--- src/rtl/core/rycp_pkg.sv ---
// Shared types and constants for the RGB to YCbCr converter with edge padding.
// Used by every module under rtl/core; depends on nothing.
package rycp_pkg;

  localparam int PIX_W  = 8;
  localparam int POS_W  = 12;
  localparam int DIM_W  = 13;
  localparam int ACC_W  = 26;
  localparam int FRAC_W = 16;
  localparam int CFG_IDX_W = 2;

  // Largest image dimension the position counters can address.
  localparam logic [DIM_W-1:0] MAX_DIM = 13'd4096;
  localparam logic [DIM_W-1:0] RESET_DIM = 13'd8;

  // Configuration register indexes.
  localparam logic [CFG_IDX_W-1:0] CFG_WIDTH  = 2'd0;
  localparam logic [CFG_IDX_W-1:0] CFG_HEIGHT = 2'd1;

  // Q16 coefficients: luma rounded half up from the published values; each chroma set sums to zero.
  localparam logic signed [ACC_W-1:0] COEF_Y_R  =  26'sd19595;
  localparam logic signed [ACC_W-1:0] COEF_Y_G  =  26'sd38470;
  localparam logic signed [ACC_W-1:0] COEF_Y_B  =  26'sd7471;
  localparam logic signed [ACC_W-1:0] COEF_CB_R = -26'sd11056;
  localparam logic signed [ACC_W-1:0] COEF_CB_G = -26'sd21712;
  localparam logic signed [ACC_W-1:0] COEF_CB_B =  26'sd32768;
  localparam logic signed [ACC_W-1:0] COEF_CR_R =  26'sd32768;
  localparam logic signed [ACC_W-1:0] COEF_CR_G = -26'sd27440;
  localparam logic signed [ACC_W-1:0] COEF_CR_B = -26'sd5328;
  localparam logic signed [ACC_W-1:0] CHROMA_OFS = 26'sd8388608;

  // Rectangle of padded positions that one input pixel covers.
  typedef struct packed {
    logic [POS_W-1:0] row_first;
    logic [POS_W-1:0] col_first;
    logic [POS_W-1:0] row_last;
    logic [POS_W-1:0] col_last;
  } job_t;

  typedef struct packed {
    logic [PIX_W-1:0] luma;
    logic [PIX_W-1:0] chroma_blue;
    logic [PIX_W-1:0] chroma_red;
  } ycc_t;

endpackage

--- src/rtl/core/rycp_pos.sv ---
// Image size registers and raster position counters.
// Produces the padded rectangle for the next pixel; depends on rycp_pkg.
module rycp_pos (
  input  logic                           clk,
  input  logic                           rst,
  input  logic                           cfg_write,
  input  logic [rycp_pkg::CFG_IDX_W-1:0] cfg_index,
  input  logic [rycp_pkg::DIM_W-1:0]     cfg_data,
  input  logic                           advance,
  output rycp_pkg::job_t                 job
);
  import rycp_pkg::*;

  logic [DIM_W-1:0] image_width;
  logic [DIM_W-1:0] image_height;
  logic [POS_W-1:0] row_count;
  logic [POS_W-1:0] col_count;
  logic [DIM_W-1:0] sat_data;
  logic [DIM_W-1:0] row_inc;
  logic [DIM_W-1:0] col_inc;
  logic [DIM_W-1:0] pad_h_last;
  logic [DIM_W-1:0] pad_w_last;

  always_comb begin
    if (cfg_data == '0) begin
      sat_data = DIM_W'(1);
    end else if (cfg_data > MAX_DIM) begin
      sat_data = MAX_DIM;
    end else begin
      sat_data = cfg_data;
    end
  end

  assign row_inc = {1'b0, row_count} + DIM_W'(1);
  assign col_inc = {1'b0, col_count} + DIM_W'(1);
  // Last padded row and column: round up to a multiple of 8, minus one.
  assign pad_h_last = ((image_height + DIM_W'(7)) & ~DIM_W'(7)) - DIM_W'(1);
  assign pad_w_last = ((image_width + DIM_W'(7)) & ~DIM_W'(7)) - DIM_W'(1);

  always_comb begin
    job.row_first = row_count;
    job.col_first = col_count;
    job.row_last  = (row_inc == image_height) ? pad_h_last[POS_W-1:0] : row_count;
    job.col_last  = (col_inc == image_width) ? pad_w_last[POS_W-1:0] : col_count;
  end

  always_ff @(posedge clk) begin
    if (rst) begin
      image_width  <= RESET_DIM;
      image_height <= RESET_DIM;
      row_count    <= '0;
      col_count    <= '0;
    end else if (cfg_write && (cfg_index == CFG_WIDTH || cfg_index == CFG_HEIGHT)) begin
      if (cfg_index == CFG_WIDTH) begin
        image_width <= sat_data;
      end else begin
        image_height <= sat_data;
      end
      row_count <= '0;
      col_count <= '0;
    end else if (advance) begin
      if (col_inc >= image_width) begin
        col_count <= '0;
        row_count <= (row_inc >= image_height) ? '0 : row_inc[POS_W-1:0];
      end else begin
        col_count <= col_inc[POS_W-1:0];
      end
    end
  end

endmodule

--- src/rtl/core/rycp_convert.sv ---
// Combinational JFIF RGB to YCbCr conversion with Q16 constant coefficients.
// Floors and clamps each channel to 0..255; depends on rycp_pkg.
module rycp_convert (
  input  logic [rycp_pkg::PIX_W-1:0] red,
  input  logic [rycp_pkg::PIX_W-1:0] green,
  input  logic [rycp_pkg::PIX_W-1:0] blue,
  output rycp_pkg::ycc_t             ycc
);
  import rycp_pkg::*;

  logic signed [ACC_W-1:0] r_s;
  logic signed [ACC_W-1:0] g_s;
  logic signed [ACC_W-1:0] b_s;
  logic signed [ACC_W-1:0] y_acc;
  logic signed [ACC_W-1:0] cb_acc;
  logic signed [ACC_W-1:0] cr_acc;

  function automatic logic [PIX_W-1:0] finish(input logic signed [ACC_W-1:0] acc);
    logic [PIX_W-1:0] res;
    if (acc[ACC_W-1]) begin
      res = '0;
    end else if (acc[ACC_W-2:FRAC_W] > (ACC_W-1-FRAC_W)'(255)) begin
      res = '1;
    end else begin
      res = acc[FRAC_W+PIX_W-1:FRAC_W];
    end
    return res;
  endfunction

  assign r_s = $signed({(ACC_W-PIX_W)'(0), red});
  assign g_s = $signed({(ACC_W-PIX_W)'(0), green});
  assign b_s = $signed({(ACC_W-PIX_W)'(0), blue});

  assign y_acc  = COEF_Y_R * r_s + COEF_Y_G * g_s + COEF_Y_B * b_s;
  assign cb_acc = COEF_CB_R * r_s + COEF_CB_G * g_s + COEF_CB_B * b_s + CHROMA_OFS;
  assign cr_acc = COEF_CR_R * r_s + COEF_CR_G * g_s + COEF_CR_B * b_s + CHROMA_OFS;

  always_comb begin
    ycc.luma        = finish(y_acc);
    ycc.chroma_blue = finish(cb_acc);
    ycc.chroma_red  = finish(cr_acc);
  end

endmodule

--- src/rtl/core/rycp_expand.sv ---
// Result register that walks the padded rectangle of one pixel, one result
// per transfer, in raster order. Depends on rycp_pkg.
module rycp_expand (
  input  logic                       clk,
  input  logic                       rst,
  input  logic                       load,
  input  rycp_pkg::job_t             job_in,
  input  rycp_pkg::ycc_t             ycc_in,
  output logic                       free,
  output logic                       out_valid,
  input  logic                       out_stall,
  output logic [rycp_pkg::POS_W-1:0] out_row,
  output logic [rycp_pkg::POS_W-1:0] out_col,
  output logic [rycp_pkg::PIX_W-1:0] luma,
  output logic [rycp_pkg::PIX_W-1:0] chroma_blue,
  output logic [rycp_pkg::PIX_W-1:0] chroma_red,
  output logic                       run_last
);
  import rycp_pkg::*;

  job_t             job;
  ycc_t             ycc;
  logic [POS_W-1:0] row;
  logic [POS_W-1:0] col;
  logic             busy;
  logic             row_done;
  logic             xfer;

  assign row_done = (col == job.col_last);
  assign run_last = row_done && (row == job.row_last);
  assign xfer     = busy && !out_stall;
  // The register can take the next pixel once the final result is transferred.
  assign free     = !busy || (xfer && run_last);

  assign out_valid   = busy;
  assign out_row     = row;
  assign out_col     = col;
  assign luma        = ycc.luma;
  assign chroma_blue = ycc.chroma_blue;
  assign chroma_red  = ycc.chroma_red;

  always_ff @(posedge clk) begin
    if (rst) begin
      busy <= 1'b0;
    end else if (free) begin
      busy <= load;
    end
  end

  always_ff @(posedge clk) begin
    if (free && load) begin
      job <= job_in;
      ycc <= ycc_in;
      row <= job_in.row_first;
      col <= job_in.col_first;
    end else if (xfer && !run_last) begin
      if (row_done) begin
        col <= job.col_first;
        row <= row + POS_W'(1);
      end else begin
        col <= col + POS_W'(1);
      end
    end
  end

endmodule

--- src/rtl/core/rgb_to_ycbcr_edge_pad.sv ---
// Streaming JFIF RGB to YCbCr converter that pads the image to 8x8 blocks
// by replicating the right and bottom edges. Depends on rycp_pkg,
// rycp_pos, rycp_convert and rycp_expand.
//
// Pixels enter in raster order, one per transfer; a pixel normally gives one
// result, a pixel in the last column or row gives its copies over the padded
// positions (up to 64 results), and run_last marks the final one. A pixel
// passes through the input register and then the result register. While
// out_stall is low, throughput is one result per cycle: an interior pixel
// can be taken every cycle, while an edge pixel holds the result register
// until its last result is transferred, as the output register emits one
// position per cycle. A write to the width or height register restarts the
// frame at row 0, column 0; a size of 0 acts as 1, one above 4096 as 4096.
module rgb_to_ycbcr_edge_pad (
  input  logic                           clk,
  input  logic                           rst,
  input  logic                           cfg_write,
  input  logic [rycp_pkg::CFG_IDX_W-1:0] cfg_index,
  input  logic [rycp_pkg::DIM_W-1:0]     cfg_data,
  input  logic                           in_valid,
  output logic                           in_stall,
  input  logic [rycp_pkg::PIX_W-1:0]     red,
  input  logic [rycp_pkg::PIX_W-1:0]     green,
  input  logic [rycp_pkg::PIX_W-1:0]     blue,
  output logic                           out_valid,
  input  logic                           out_stall,
  output logic [rycp_pkg::POS_W-1:0]     out_row,
  output logic [rycp_pkg::POS_W-1:0]     out_col,
  output logic [rycp_pkg::PIX_W-1:0]     luma,
  output logic [rycp_pkg::PIX_W-1:0]     chroma_blue,
  output logic [rycp_pkg::PIX_W-1:0]     chroma_red,
  output logic                           run_last
);
  import rycp_pkg::*;

  job_t             next_job;
  job_t             job;
  ycc_t             ycc;
  logic [PIX_W-1:0] red_q;
  logic [PIX_W-1:0] green_q;
  logic [PIX_W-1:0] blue_q;
  logic             held;
  logic             free;
  logic             load;
  logic             in_xfer;

  assign load     = held && free;
  assign in_stall = held && !free;
  assign in_xfer  = in_valid && !in_stall;

  rycp_pos u_pos (
    .clk       (clk),
    .rst       (rst),
    .cfg_write (cfg_write),
    .cfg_index (cfg_index),
    .cfg_data  (cfg_data),
    .advance   (in_xfer),
    .job       (next_job)
  );

  // Input register: the pixel and its padded rectangle.
  always_ff @(posedge clk) begin
    if (rst) begin
      held <= 1'b0;
    end else if (in_xfer) begin
      held <= 1'b1;
    end else if (load) begin
      held <= 1'b0;
    end
  end

  always_ff @(posedge clk) begin
    if (in_xfer) begin
      red_q   <= red;
      green_q <= green;
      blue_q  <= blue;
      job     <= next_job;
    end
  end

  rycp_convert u_convert (
    .red   (red_q),
    .green (green_q),
    .blue  (blue_q),
    .ycc   (ycc)
  );

  rycp_expand u_expand (
    .clk         (clk),
    .rst         (rst),
    .load        (load),
    .job_in      (job),
    .ycc_in      (ycc),
    .free        (free),
    .out_valid   (out_valid),
    .out_stall   (out_stall),
    .out_row     (out_row),
    .out_col     (out_col),
    .luma        (luma),
    .chroma_blue (chroma_blue),
    .chroma_red  (chroma_red),
    .run_last    (run_last)
  );

endmodule
--- config.mk ---
export PLATFORM = sky130hd
export DESIGN_NAME = rgb_to_ycbcr_edge_pad
export DESIGN_NICKNAME = d
export VERILOG_FILES = /design/src/rtl/core/rycp_pkg.sv /design/src/rtl/core/rycp_pos.sv /design/src/rtl/core/rycp_convert.sv /design/src/rtl/core/rycp_expand.sv /design/src/rtl/core/rgb_to_ycbcr_edge_pad.sv
export SDC_FILE = /design/constraint.sdc
export NUM_CORES = 1
export LEC_CHECK = 0
export ABC_AREA = 1
export BUFFER_PORTS_ARGS = -buffer_cell sky130_fd_sc_hd__clkbuf_2
export CORE_AREA = 2 2 283 285
export CTS_CLUSTER_DIAMETER = 40
export DETAILED_ROUTE_END_ITERATION = 16
export DIE_AREA = 0 0 285 287
export PLACE_DENSITY = 0.53
export SKIP_CTS_REPAIR_TIMING = 1
export SYNTH_ARGS = -nofsm -noshare
export SYNTH_HDL_FRONTEND = slang
export SYNTH_SLANG_ARGS = --single-unit
--- constraint.sdc ---
create_clock -name clk -period 8.9 [get_ports clk]
set_input_delay 0.89 -clock clk [delete_from_list [all_inputs] [get_ports clk]]
set_output_delay 0.89 -clock clk [all_outputs]
set_load 0.1 [all_outputs]
==> results of run 1 <==
[logic make-up after synthesis]
kind of cell,Yosys count
DFF,208
AOI/OAI and AO/OA,480
and+or+nand+nor,1013
buffers and inverters,730
xor gates and xnor gates,198
adders and majority gates,676
[critical path: stages, from the launching register on]
cell	delay, ns
edfxtp_1	0.63
fa_1	0.78
inv_1	0.14
fa_1	0.58
fa_1	0.54
fa_1	0.54
inv_1	0.04
ha_1	0.36
a21oi_1	0.20
nand4_1	0.15
nand2_1	0.08
nand2_1	0.05
a21oi_1	0.15
xor2_1	0.47
fa_1	0.50
inv_1	0.07
ha_1	0.26
nand4_1	0.16
nor3_1	0.21
nand3_1	0.10
nand3_1	0.12
xor2_1	0.47
nand2_1	0.09
nand2_1	0.08
inv_1	0.03
[layer usage]
| layer | routed length (um) | up-vias | share of wire, % | GRT usage, % |
|---|---|---|---|---|
| met5 | 10 | - | 0.014 | 0 |
| met4 | 2320 | 2 | 3.3 | 5.76 |
| met3 | 2560 | 103 | 3.6 | 2.32 |
| met2 | 32700 | 355 | 46 | 29.8 |
| met1 | 33400 | 9867 | 47 | 23.4 |
| li1 | - | 11000 | - | - |
[synthesized netlist by cell type (5+ instances only)]
library cell	n
buf_2	5
nand2_1	544
clkbuf_1	10
fa_1	221
o21a_1	9
nor4_1	14
or2_2	9
edfxtp_1	156
xnor2_1	88
dfxtp_1	52
a21oi_1	231
ha_1	455
xor2_1	109
o21bai_1	9
inv_1	709
nor2_1	188
nor3_1	43
a21o_1	19
nand3b_1	7
o21ai_0	152
nand3_1	144
a31oi_1	22
o21ai_1	12
o211ai_1	5
o31ai_1	6
nand4_1	37
[metrics by stage]
step                      hold WS [ns]  setup WS (ns)  utilization [%]
after floorplan                  0.400           2.64                -
after global placement           0.401           1.91             37.0
after detailed placement         0.405           1.78             37.0
after CTS                        0.408           1.75             38.8
after global routing             0.414           1.23             38.8
final                            0.407           1.82             38.8
[final cells by class]
cell class	instances	area (um^2)	area share (%)
well taps	1050	1310	4.31
repair buffers	101	523	1.72
clock buffers	46	1040	3.43
multi-input cells	2367	18800	61.8
flip-flops and latches	208	5730	18.8
diodes	1	2.50	0.00821
clock inverters	30	362	1.19
inverters	711	2670	8.77
[flip-flops by register name, indices dropped and copies added (netlist names)]
signal and cells:
u_expand.out_valid 1, u_pos.image_width 13, blue_q 8, red_q 8, held 1, u_expand.job 36
u_expand.chroma_red 8, job 48, u_expand.chroma_blue 8, u_expand.out_col 12, u_expand.luma 8, u_expand.out_row 12
u_pos.col_count 12, green_q 8, u_pos.row_count 12, u_pos.image_height 13
[final timing paths]
check / cells after the start / slack, ns / endpoint / startpoint
min: 0 / 0.41 / u_expand.job[15] / job[15]
max: 24 / 1.82 / u_expand.chroma_red[0] / blue_q[0]
max reg2reg: 24 / 1.82 / u_expand.chroma_red[0] / blue_q[0]
min reg2reg: 0 / 0.41 / u_expand.job[15] / job[15]
==> results.md, run 1 <==
* Final hold vios at 0
* DR vias at 21300
* Antenna-violating nets left at 0
* Detail Placement HPWL at 60.3 mm
* Critical Path RT at 9.21 ns
* Most frequent cells in the layout: inv_1, nand2_1, ha_1
* Main combinational cell family by area after synthesis: adder cells
* Placer Congestion at 0.897
* Num rows at 103
* Max-cap violation count at 0
* Synth top area cells: ha_1, edfxtp_1, fa_1
* Layout Nets at 4150
* Initial antenna violation count at 3
* Clk_skew at 0.0256 ns
* Die Span Y at 287 um
* Max Slew Vio Count at 0
* Vias per cell at 4.73
* Post-synth top flop: edfxtp_1
* Global-route wire length before repair at 116 mm
* Clk sinks at 208
* Synth Area in Adders at 37.0%
* Status: finished, final reports clean
* Die width at 285 um
* Slew margin rel. at 24.0%
* Cells after DPL at 4437
* Post-synth ARST share at 0%
* Synth Area in XOR/XNOR at 6.38%
* Cell Area, Synth at 27300 um^2
* CTS Buffer Depth at 3
* Routed WL at 71.0 mm
* Overall Global Routing Usage at 17.6%
* Final min period at 7.08 ns
* Reg clk slew, reported paths at 0.05 ns
* Commonest non-fill, non-tap cell in the layout: inv_1
* Element type at the critical path end: register
* WL per Instance at 15.7 um
* Number of global-route vias before repair at 21900
* Ys Warns at 0
* Setup TNS Final at 0 ns
* Fin cells at 4514
* Post-synthesis mux area share at 0%
* Fin crit share at 79.6%
* Library cells used by synthesis at 57
* Initial Utilization at 34.7%
* Htree depth at 2
* Post-synthesis simple-gate area fraction at 16.0%
* Worst setup path category: reg -> reg
* Share of cells above drive strength 1 at 5.86%
* Inserted Clock Buffers at 41
* Largest net degree at the start of global routing at 86
* Signal arrival time at the worst endpoint at 7.40 ns
* Fillers at 8191
* Clk_lat worst skew at 0.57 ns
* Placed cell area at 29100 um^2
* Sequential share of the synthesized area at 21.0%
* Root Buffer Master: clkbuf_16
* Design Area, Final at 30500 um^2
* Synthesis-stage register bit count at 208
* Syn_nets at 4025
* Gr ovfl total at 0
* Synth-to-layout area growth at 11.6%
* # DRC at 0
* Drt pass-1 iters at 6
* Biggest area consumer among synthesized cells: ha_1
* Slew @ Worst Pin at 1.14 ns
* Die area at 81800 um^2
* HP Class: reg -> reg
* DRT iter0 DRCs at 965
* Setup crit start kind: register
* Synth Instances at 3305
* Synth Area per Inst at 8.26 um^2
* Ports at 95
* CTS tree: built
* Post-synthesis compound-gate area fraction at 9.53%
* Final-report setup violation count at 0
* Crit Path Max Fanout at 9
* RSZ-0062 raised after global routing: false
* Yosys top cell area share at 20.8%
* EDFF count, synth at 156
* Peak Freq at 0.141 GHz
* I/O Buffers at 94
* Core area at 78600 um^2
Power of run 1 is left out: the tool's default activity adds up to more than one toggle a clock period on the data nets, which glitch-free logic cannot reach.
==> inputs of run 2 (changes only) <==
--- a/config.mk
+++ b/config.mk
@@ -11,7 +11,7 @@
 export CTS_CLUSTER_DIAMETER = 40
 export DETAILED_ROUTE_END_ITERATION = 16
 export DIE_AREA = 0 0 285 287
-export PLACE_DENSITY = 0.53
+export PLACE_DENSITY = 0.54
 export SKIP_CTS_REPAIR_TIMING = 1
 export SYNTH_ARGS = -nofsm -noshare
 export SYNTH_HDL_FRONTEND = slang
==> constraint.sdc (replaced) <==
create_clock -name clk -period 6.2 [get_ports clk]
set_input_delay 0.62 -clock clk [delete_from_list [all_inputs] [get_ports clk]]
set_output_delay 0.62 -clock clk [all_outputs]
set_load 0.1 [all_outputs]
==> results.md, run 2 (same netlist as run 1, synthesis figures left out) <==
* Status: finished, final reports clean
* Clk_lat worst skew at 0.57 ns (about the same)
* Fillers at 7986 (-2.5%)
* Gr ovfl total at 0 (unchanged)
* Top flop regs: job (48), u_expand.job (36)
* FF+latch area at 5730 um^2 (unchanged)
* CTS Buffer Depth at 3 (unchanged)
* Signal arrival time at the worst endpoint at 6.27 ns (-1.13 ns)
* RSZ-0062 raised after global routing: true
* Overall Global Routing Usage at 17.8% (+0.16 points)
* Final hold vios at 0 (unchanged)
* Critical R2R Launch: blue_q[2]
* Largest net degree at the start of global routing at 54 (-37%)
* Slew margin rel. at 37.3% (+13 points)
* Top Metal Used: met4
* Top reg by flops: job
* Final-report setup violation count at 0 (unchanged)
* Synth-to-layout area growth at 20.2%
* Critical Path RT at 6.51 ns (-2.70 ns)
* Inserted Clock Buffers at 39 (-4.9%)
* Most frequent cells in the layout: inv_1, nand2_1, ha_1
* DR vias at 22200 (+4.0%)
* M1 WL at 34.5 mm (+3.6%)
* Die area at 81800 um^2 (unchanged)
* Routed WL at 73.2 mm (+3.1%)
* Clk_skew at 0.0264 ns (+0.000775 ns)
* Final min period at 5.96 ns (-1.12 ns)
* Antenna-violating nets left at 0 (unchanged)
* Max Slew Vio Count at 0 (unchanged)
* Drt pass-1 iters at 5 (-1)
* Multi-input gate area in the final layout at 19800 um^2 (+4.9%)
* Die width at 285 um (unchanged)
* Ports at 95 (unchanged)
* Commonest non-fill, non-tap cell in the layout: inv_1
* Ant diodes at 0 (-1)
* Setup crit start kind: register
* R2R cell count at 27 (+13%)
* Met3 Wirelength at 2.35 mm (-8.2%)
* Fin crit share at 96.2% (+17 points)
* Placed cell area at 30300 um^2 (+4.3%)
* Reg clk slew, reported paths at 0.05 ns (about the same)
* I/O Buffers at 94 (unchanged)
* Element type at the critical path end: register
* Num rows at 103 (unchanged)
* Share of cells above drive strength 1 at 15.2% (+9.3 points)
* Global-route wire length before repair at 117 mm (+0.98%)
* R2r setup slk at 0.24 ns (-1.58 ns)
* Number of global-route vias before repair at 22100 (+0.97%)
* Max-cap violation count at 0 (unchanged)
* Detail Route met2 WL at 34.6 mm (+5.6%)
* CTS tree: built
* Crit path from: blue_q[2]
* Peak Freq at 0.168 GHz (+19%)
* Vias per cell at 4.73 (about the same)
* Detail Placement HPWL at 61.7 mm (+2.4%)
* Layout Nets at 4334 (+4.4%)
* HP Class: in -> reg
* Slew @ Worst Pin at 0.939 ns (-0.201 ns)
* Hold path endpoint: green_q[7]
* Crit Path Max Fanout at 7 (-2)
* WHS at 0.222 ns (-0.185 ns)
* Initial Utilization at 34.7% (unchanged)
* HP Start: green[7]
* WL per Instance at 15.6 um (-0.83%)
* Worst setup path category: reg -> reg
* Root Buffer Master: clkbuf_16
* Initial antenna violation count at 0 (-3)
* Core area at 78600 um^2 (unchanged)
* Worst reg2reg endpoint: u_expand.luma[5]
* Clk sinks at 208 (unchanged)
* DRT iter0 DRCs at 1037 (+7.5%)
* Htree depth at 2 (unchanged)
* WHS Path Cells at 1 (+1)
* Design Area, Final at 32800 um^2 (+7.8%)
* Largest register FFs at 48 (unchanged)
* Placer Congestion at 0.915 (+2.0%)
* Die Span Y at 287 um (unchanged)
* # DRC at 0 (unchanged)
run 2: changes by cell type in the layout (fill, tap and decap cells not counted), sizes merged:
cell	delta
bufinv	+4
clkbuf	-2
buf	+186
inv	-4
diode	-1
clkinvlp	+1
clkinv	-5
run 2: metal layers:
metal / vias to the layer above / global-route usage (%)
li1: 11400 / -
met1: 10400 / 24.0
met2: 312 / 30.7
met3: 87 / 2.03
met4: 0 / 3.82
met5: - / 0
run 2: metrics by stage:
stage	std cells	TNS, ns	worst slack (ns)	util [%]
after floorplan	3305	0	0.0261	-
after global placement	4602	-1.32	-0.177	38.5
after detailed placement	4602	-1.90	-0.198	38.5
after CTS	4672	-2.17	-0.228	40.3
after global routing	4693	-0.442	-0.0618	41.8
final	4693	0	0.236	41.8
run 2: how the worst max path moves through the flow:
stage	slack (ns)	cells after the start	endpoint
6_report	0.24	27	u_expand.luma[5]
5_1_grt	-0.06	28	u_expand.luma[5]
4_1_cts	-0.23	27	u_expand.luma[5]
3_5_place_dp	-0.20	27	u_expand.luma[5]
3_3_place_gp	-0.18	27	u_expand.luma[5]
2_1_floorplan	0.03	26	u_expand.chroma_red[0]
run 2: final cells by class:
type	instances	area share, %
inverters	711	8.16
well taps	1050	4.00
multi-input cells	2367	60.1
repair buffers	287	5.94
flip-flops and latches	208	17.4
clock buffers	44	3.03
clock inverters	26	1.29
run 2: worst max-delay path: stages (launching register included):
cell and delay [ns]:
edfxtp_1 0.44, buf_6 0.18, ha_1 0.31, inv_1 0.07, fa_1 0.54, inv_1 0.06
fa_1 0.51, inv_1 0.06, fa_1 0.53, inv_1 0.06, ha_4 0.29, inv_1 0.08
nor3_2 0.19, nand3_1 0.10, nand3_2 0.13, nand4_1 0.09, nand3_1 0.12, xor2_2 0.09
fa_1 0.54, inv_1 0.07, ha_4 0.25, a21oi_2 0.17, o21ai_2 0.10, a21oi_2 0.12
o21ai_1 0.08, a41oi_2 0.23, buf_4 0.17, nand3_1 0.08
Power of run 2 is left out for the same reason.
==> inputs of run 3 (changes only) <==
--- a/config.mk
+++ b/config.mk
@@ -7,11 +7,12 @@
 export LEC_CHECK = 0
 export ABC_AREA = 1
 export BUFFER_PORTS_ARGS = -buffer_cell sky130_fd_sc_hd__clkbuf_2
-export CORE_AREA = 2 2 283 285
+export CORE_AREA = 5 5 286 288
 export CTS_CLUSTER_DIAMETER = 40
 export DETAILED_ROUTE_END_ITERATION = 16
-export DIE_AREA = 0 0 285 287
-export PLACE_DENSITY = 0.54
+export DIE_AREA = 0 0 291 293
+export GPL_TIMING_DRIVEN = 1
+export PLACE_DENSITY = 0.5
 export SKIP_CTS_REPAIR_TIMING = 1
 export SYNTH_ARGS = -nofsm -noshare
 export SYNTH_HDL_FRONTEND = slang
==> results.md, run 3 (same netlist as run 1, synthesis figures left out) <==
* HP Start: red[4]
* Status: finished, final reports clean
* Worst setup path category: reg -> reg
* Synth-to-layout area growth at 21.9%
* Max Slew Vio Count at 0 (unchanged)
* I/O Buffers at 94 (unchanged)
* Largest net degree at the start of global routing at 54 (unchanged)
* WL per Instance at 15.9 um (+1.8%)
* Commonest non-fill, non-tap cell in the layout: inv_1
* Hold path endpoint: red_q[4]
* Reg clk slew, reported paths at 0.06 ns (about the same)
* # DRC at 0 (unchanged)
* Element type at the critical path end: register
* Critical R2R Launch: blue_q[2]
* Gr ovfl total at 0 (unchanged)
* Root Buffer Master: clkbuf_16
* Placer Congestion at 0.893 (-2.4%)
* Die area at 85300 um^2 (+4.2%)
* Slew @ Worst Pin at 1.15 ns (+0.207 ns)
* Signal arrival time at the worst endpoint at 6.28 ns (about the same)
* R2r setup slk at 0.23 ns (about the same)
* Drt pass-1 iters at 5 (unchanged)
* Ports at 95 (unchanged)
* Layout Nets at 4354 (+0.46%)
* Number of global-route vias before repair at 22600 (+2.2%)
* CTS tree: built
* Crit Path Max Fanout at 5 (-2)
* Core area at 78600 um^2 (unchanged)
* Share of cells above drive strength 1 at 16.6% (+1.4 points)
* Setup Slack @ Placement at -0.0871 ns (+0.111 ns)
* DRT iter0 DRCs at 984 (-5.1%)
* Fin crit share at 96.3% (+0.14 points)
* Cells after DPL at 4617 (+0.33%)
* Max-cap violation count at 0 (unchanged)
* Worst reg2reg endpoint: u_expand.luma[6]
* Htree depth at 2 (unchanged)
* Largest register FFs at 48 (unchanged)
* DR vias at 22300 (+0.66%)
* Most numerous cell on the critical path: inv_1
* CTS Buffer Depth at 3 (unchanged)
* Clk_lat worst skew at 0.57 ns (about the same)
* Die width at 291 um (+2.1%)
* Core Util, Final at 42.3% (+0.57 points)
* Clk_skew at 0.0300 ns (+0.00360 ns)
* Setup crit start kind: register
* Overall Global Routing Usage at 17.2% (-0.62 points)
* Detail Placement HPWL at 63.3 mm (+2.6%)
* Slew margin rel. at 23.4% (-14 points)
* Final min period at 5.97 ns (+0.00885 ns)
* Worst path max stage delay at 0.55 ns (about the same)
* Global-route wire length before repair at 119 mm (+2.3%)
* Peak Freq at 0.167 GHz (-0.15%)
* Clk sinks at 208 (unchanged)
* Vias per cell at 4.73 (about the same)
* Final hold vios at 0 (unchanged)
* Critical Path RT at 6.51 ns (about the same)
* HP Class: in -> reg
* WHS at 0.219 ns (-0.00306 ns)
* Final-report setup violation count at 0 (unchanged)
* R2R cell count at 28 (+3.7%)
* Slowest cell on the critical path: fa_1
* Top reg by flops: job
* Most frequent cells in the layout: inv_1, nand2_1, ha_1
* Fin cells at 4721 (+0.60%)
* Inserted Clock Buffers at 41 (+5.1%)
* Initial Utilization at 34.7% (unchanged)
* Antenna-violating nets left at 0 (unchanged)
* Setup ws final at 0.227 ns (-0.00885 ns)
* WHS Path Cells at 1 (unchanged)
* Routed WL at 74.9 mm (+2.4%)
* Num rows at 103 (unchanged)
* Top flop regs: job (48), u_expand.job (36)
* Initial antenna violation count at 5 (+5)
* Die Span Y at 293 um (+2.1%)
## run 3: changes by cell type in the layout (fill, tap and decap cells not counted), moves of 5 or more
cell and delta:
ha_4 +13, buf_4 +17, xor2_1 -6, xor2_2 +6, a21oi_1 -5, ha_1 -17
## run 3: final cells by class
class / instances / area, um^2
Multi-Input combinational cell: 2367 / 20000
Clock buffer: 50 / 1090
Fill cell: 8004 / 45300
Clock inverter: 26 / 372
Tap cell: 1050 / 1310
Antenna cell: 4 / 10.0
Sequential cell: 208 / 5730
Inverter: 711 / 2670
Timing Repair Buffer: 305 / 2090
## run 3: routing by layer
layer,vias up,global-route usage (%),wire length [um]
met5,-,0,13
met4,2,3.68,1650
met3,82,2.71,2830
met2,328,30.1,35900
met1,10500,22.6,34600
li1,11400,-,-
## run 3: metrics by stage
stage / area, um^2 / setup TNS [ns]
floorplan: 27300 / 0
global placement: 30400 / -0.0222
detailed placement: 30400 / -0.710
CTS: 31900 / -0.795
global route: 33300 / -0.440
finish: 33300 / 0
## run 3: how the worst max path moves through the flow
stage,from,end,slack (ns)
after floorplan,blue_q[0],u_expand.chroma_red[0],0.03
after global placement,blue_q[2],u_expand.luma[7],-0.01
after detailed placement,blue_q[5],u_expand.luma[7],-0.09
after CTS,blue_q[5],u_expand.luma[7],-0.1
after global routing,blue_q[2],u_expand.chroma_red[5],-0.06
final,blue_q[2],u_expand.luma[6],0.23
## run 3: critical path, delay by kind of cell (launching register included)
| kind | cells | cell delay [ns] |
|---|---|---|
| compound gates | 4 | 0.68 |
| buf+inv | 9 | 0.76 |
| xor+xnor | 2 | 0.22 |
| flops | 1 | 0.41 |
| simple gates | 6 | 0.60 |
| fa+ha+maj | 7 | 3.04 |
Power of run 3 is left out for the same reason.
